File: src/brbp_pkg.sv
// ----------------------------------------------------------------------------
// brbp_pkg
// Shared types and constants for the banked byte RAM with bitmap projection.
// ----------------------------------------------------------------------------
package brbp_pkg;

    // access commands
    localparam logic [1:0] CMD_HOST_RD = 2'd0;
    localparam logic [1:0] CMD_HOST_WR = 2'd1;
    localparam logic [1:0] CMD_COP_RD  = 2'd2;
    localparam logic [1:0] CMD_COP_WR  = 2'd3;

    // configuration register indexes
    localparam int unsigned CFG_IDX_BITS  = 3;
    localparam int unsigned CFG_DATA_BITS = 7;
    localparam logic [CFG_IDX_BITS-1:0] REG_HOST_BANK   = 3'd0;
    localparam logic [CFG_IDX_BITS-1:0] REG_COP_BANK    = 3'd1;
    localparam logic [CFG_IDX_BITS-1:0] REG_BITMAP_MODE = 3'd2;
    localparam logic [CFG_IDX_BITS-1:0] REG_TWO_BPP     = 3'd3;
    localparam logic [CFG_IDX_BITS-1:0] REG_RAM_PRESENT = 3'd4;

    // host window that gets banked
    localparam logic [23:0] HOST_WINDOW = 24'h002000;

    // pixel masks before shifting
    localparam logic [7:0] PIX4_MASK = 8'h0f;
    localparam logic [7:0] PIX2_MASK = 8'h03;

    // configuration state
    typedef struct packed {
        logic [4:0] host_bank;
        logic [6:0] cop_bank;
        logic       bitmap_mode;
        logic       two_bpp;
        logic       ram_present;
    } t_cfg;

    // decoded access, handed from the address mapper to the sequencer
    typedef struct packed {
        logic       is_read;
        logic       is_pixel;
        logic       two_bpp;
        logic [1:0] pix_sel;
    } t_acc_info;

endpackage

File: src/brbp_addr_map.sv
// ----------------------------------------------------------------------------
// brbp_addr_map
// Maps a port address to a mirrored RAM byte address and a pixel selector.
// ----------------------------------------------------------------------------
module brbp_addr_map
    import brbp_pkg::*;
#(
    parameter int unsigned RAM_ADDR_BITS = 18
) (
    input  logic [1:0]               i_cmd,
    input  logic [23:0]              i_address,
    input  t_cfg                     i_cfg,
    output logic [RAM_ADDR_BITS-1:0] o_addr,
    output t_acc_info                o_info
);

    logic [23:0] w_host_a;
    logic [23:0] w_lin_a;
    logic [19:0] w_bm_a;
    logic [23:0] w_pix_a;
    logic [23:0] w_full_a;
    logic        w_is_cop;

    assign w_is_cop = (i_cmd == CMD_COP_RD) || (i_cmd == CMD_COP_WR);

    // host: only the low window is banked
    assign w_host_a = (i_address < HOST_WINDOW)
                    ? {6'd0, i_cfg.host_bank, i_address[12:0]}
                    : i_address;

    // coprocessor linear: low 5 bank bits
    assign w_lin_a = {6'd0, i_cfg.cop_bank[4:0], i_address[12:0]};

    // coprocessor bitmap: full bank, then split into byte and pixel
    assign w_bm_a  = {i_cfg.cop_bank, i_address[12:0]};
    assign w_pix_a = i_cfg.two_bpp ? {6'd0, w_bm_a[19:2]}
                                   : {5'd0, w_bm_a[19:1]};

    always_comb begin
        if (!w_is_cop) begin
            w_full_a = w_host_a;
        end else if (!i_cfg.bitmap_mode) begin
            w_full_a = w_lin_a;
        end else begin
            w_full_a = w_pix_a;
        end
    end

    // mirror to the fitted RAM size
    assign o_addr = w_full_a[RAM_ADDR_BITS-1:0];

    assign o_info.is_read  = (i_cmd == CMD_HOST_RD) || (i_cmd == CMD_COP_RD);
    assign o_info.is_pixel = w_is_cop && i_cfg.bitmap_mode;
    assign o_info.two_bpp  = i_cfg.two_bpp;
    assign o_info.pix_sel  = i_cfg.two_bpp ? w_bm_a[1:0] : {1'b0, w_bm_a[0]};

endmodule

File: config.mk
export PLATFORM = sky130hd
export DESIGN_NAME = brbp_addr_map
export DESIGN_NICKNAME = d
export VERILOG_FILES = /design/src/brbp_pkg.sv /design/src/brbp_addr_map.sv
export SDC_FILE = /design/constraint.sdc
export NUM_CORES = 1
export LEC_CHECK = 0
export CAP_MARGIN = 20
export CELL_PAD_IN_SITES_DETAIL_PLACEMENT = 0
export CELL_PAD_IN_SITES_GLOBAL_PLACEMENT = 1
export CORE_MARGIN = 4
export CORE_UTILIZATION = 38
export DETAILED_ROUTE_END_ITERATION = 10
export DONT_BUFFER_PORTS = 1
export GPL_ROUTABILITY_DRIVEN = 0
export GPL_TIMING_DRIVEN = 0
export MAX_ROUTING_LAYER = met4
export PLACE_DENSITY_LB_ADDON = 0.1
export SLEW_MARGIN = 10
export SYNTH_ARGS = -nofsm -noshare
export SYNTH_HDL_FRONTEND = slang
export SYNTH_SLANG_ARGS = --single-unit
File: constraint.sdc
create_clock -name vclk -period 1
set_clock_uncertainty 0.2 [all_clocks]
set_input_delay 0.1 -clock vclk [all_inputs]
set_output_delay 0.1 -clock vclk [all_outputs]
set_load 0.01 [all_outputs]
* Word-level counts from Yosys, hierarchy flattened
Cells that the tools add are included.
Word-level totals: register bits 0, bits in latches 0, memory bits (writable) 0, memory bits (read-only) 0, input bits 41, output and inout bits 23, logic and storage cells 12, memories 0
Operators by class: add/subtract/negate cells 0, $mul 0, div/mod/pow operators 0, magnitude comparators 1, equality and inequality tests 2, shift-type cells 0, multiplexer cells 5, bitwise gates (word level) 0, reduce and logical (&&, ||, !) cells 4
Operator list (number):
- $mux W18 | 4
- $lt A24 B14 Y1 const B | 1
- $eq A2 B2 Y1 const B | 2
- $logic_not A2 Y1 | 1
- $logic_or A1 B1 Y1 | 2
- $mux W2 | 1
- $logic_and A1 B1 Y1 | 1

* Depth between registers and ports, before layout
depth in word-level cells 3, mapped depth 5

* Worst setup path after synthesis
No wires, ideal clock.
path kind input -> output, start input port i_cfg[1] in the netlist's numbering, end output port o_addr[13], arrival 836 ps, required time 700 ps, setup slack -136 ps, stages 4, path buffers 1, cells stage by stage buf_4 -> mux2i_1 -> a21oi_1 -> a221o_1
On the way: longest elaborated chain between the ends 3
RTL lines:
- from (decl) | RTL line brbp_addr_map.sv:12 | input t_cfg i_cfg,
- $mux W18 | RTL line brbp_addr_map.sv:36 | assign w_pix_a = i_cfg.two_bpp ? {6'd0, w_bm_a[19:2]}
- $mux W18 | RTL line brbp_addr_map.sv:42 | end else if (!i_cfg.bitmap_mode) begin
- $mux W18 | RTL line brbp_addr_map.sv:40 | if (!w_is_cop) begin
- to (decl) | RTL line brbp_addr_map.sv:13 | output logic [RAM_ADDR_BITS-1:0] o_addr,
No other way between the ends.

* Worst setup path after layout
start input port i_address[21], end output port o_addr[16]
On the way: longest elaborated chain between the ends 3
RTL lines:
- from (decl) | RTL line brbp_addr_map.sv:11 | input logic [23:0] i_address,
- $lt A24 B14 Y1 | RTL line brbp_addr_map.sv:27 | assign w_host_a = (i_address < HOST_WINDOW)
- $mux W18 | RTL line brbp_addr_map.sv:28 | ? {6'd0, i_cfg.host_bank, i_address[12:0]}
- $mux W18 | RTL line brbp_addr_map.sv:40
No other way between the ends.

==> qor.csv <==
stage,metric,value,unit
run_status,outcome,"finished, violations left",
run_status,violations,setup timing,
drt,dr.pass1.iters,4,
die,core,0.00135,sq mm
worst_setup_path,crit_required,700,ps
synth,seq_area_frac_synth,0,
worst_setup_path,crit_path_end_kind,output pin,
global_route,grt_pass1_wl,3250,microns
worst_setup_path,cp-start-kind,primary input,
worst_setup_path,critPathArrivalTime,860,ps
worst_setup_path,critPathKind,primary input to output pin,
global_route,grt_max_degree,11,
sta,hold_viol,0,
place,dp.cells,96,
synth,synth.net_count,122,
synth,syn_inst,81,
sta,layout_min_cycle_time,1160,ps
worst_setup_path,worstPathBufferInverterCount,0,
die,die_h,46.7,microns
power_and_ir_drop,irDropWorstVdd,0.263,mV
die,die_w,46.7,microns
layout,diodes,0,
layout,mostFrequentLayoutCell,a21oi_4,
drt,num_vias,669,
synth,avgSynthCellArea,7.01,sq um
layout,utilization,0.813,
sta,max_freq,859,MHz
drt,vias_per_cell,6.56,
synth,yosysWarnings,0,
layout,seq_area,0,sq um
sta,finalCritPeriodShare,1.16,
place,dp_slack,-205,ps
worst_setup_path,cp_max_fo,3,
sta,tightest_slew,221,ps
drt,totalWireLength,2240,microns
cts,ctsHoldBuffers,0,
layout,num-nets-final,130,
sta,slew_headroom,0.852,
layout,seq_cell_count,0,
global_route,grt_usage,0.206,
job,drv_cap,0,
worst_setup_path,crit_path_top_delay_cell,nor4_4,
synth,ys_types,16,
global_route,grt.overflow.total,0,
die,start_util,0.421,
drt,final_antenna_net_count,0,
global_route,grt_pass1_vias,711,
worst_setup_path,crit_chain,nor4_4 > and4b_1 > a221o_1,
place,numPortBuffers,0,
worst_setup_path,max_stage_delay,270,ps
power_and_ir_drop,power_density,473,mW/mm^2
sta,drv_slew,0,
die,rows,13,
power_and_ir_drop,power_leakage,0.349,nW
layout,clock_buffers,0,
place,hpwl,1430,microns
sta,rsz0062_at_grt,yes,
layout,fill_cells,82,
drt,drtIter0Drc,10,
drt,wire_per_inst,22.0,microns
die,die_area,0.00218,sq mm
worst_setup_path,crit_family,simple AND/OR/NAND/NOR gates,
layout,multi_input_area,851,sq um
synth,synth_area,568,sq um
sta,hold_slack,46.4,ps
sta,setup_viol,17,
layout,stdcell_count,102,
drt,drc_errors,0,
die,io_pins,64,
global_route,grt_antenna_before_repair,0,
min_path,hold_class,primary input to output pin,
sta,fin_ws,-164,ps
layout,drive_gt1_frac,0.655,
layout,area_delta_synth_final,93.2,%
layout,final_cell_mix,"12 x a21oi_4, 11 x mux2i_4, 7 x nor2_2",
[kinds of logic after synthesis]
logic type / after synthesis / synth area share
AOI/OAI and AO/OA: 26 / 0.269
buffers and inverters: 10 / 0.126
muxes: 18 / 0.317
and+or+nand+nor: 27 / 0.289
[layout make-up]
| class | instances | area share |
|---|---|---|
| Buffer | 7 | 0.0867 |
| Inverter | 2 | 0.00684 |
| Multi-Input combinational cell | 71 | 0.775 |
| Tap cell | 15 | 0.0171 |
| Timing Repair Buffer | 7 | 0.114 |
[synth_stat cells (all sizes together)]
library cell,number,area share
a2bb2oi,2,0.031
o21ai,3,0.026
nor4,2,0.075
buf,7,0.11
nor2b,2,0.022
nor2,17,0.11
a221o,3,0.053
and2,2,0.022
nor3,1,0.0088
mux2i,18,0.32
nand4b,2,0.031
and4b,1,0.018
clkbuf,1,0.0066
a21oi,18,0.16
inv,2,0.013
[report_power, final]
part	total [mW]	switching [mW]	internal, mW
combinational	0.519	0.244	0.275
sequential	0	0	0
clock	0	0	0
[repair_timing]
action                     4_1_cts  5_1_grt
gates resized for setup         33       15
buffers inserted                 5        0
setup endpoints to repair       18       18
cloned                           3        0
pin swaps                       11       13
[routing by layer]
layer | track usage | vias up | wire length, microns
met5 | - | - | 0
met4 | 0.0166 | 0 | 44
met3 | 0.0156 | 4 | 215
met2 | 0.363 | 46 | 1190
met1 | 0.265 | 302 | 788
li1 | - | 317 | -
[per-stage QoR]
stage	instance area (sq um)	TNS (ps)	power [mW]
4_1_cts	1050	-1180	0.490
3_5_place_dp	777	-1110	0.358
6_report	1100	-924	0.519
5_1_grt	1100	-1590	0.552
2_1_floorplan	758	-357	0.326
3_3_place_gp	777	-1000	0.352
[worst paths after layout]
| kind | depth (start not counted) | slack, ps | startpoint | end |
|---|---|---|---|---|
| min | 1 | 50 | i_cmd[0] | o_info[4] |
| max | 3 | -160 | i_address[21] | o_addr[16] |
No activity file was read; power rests on OpenSTA's default activity.
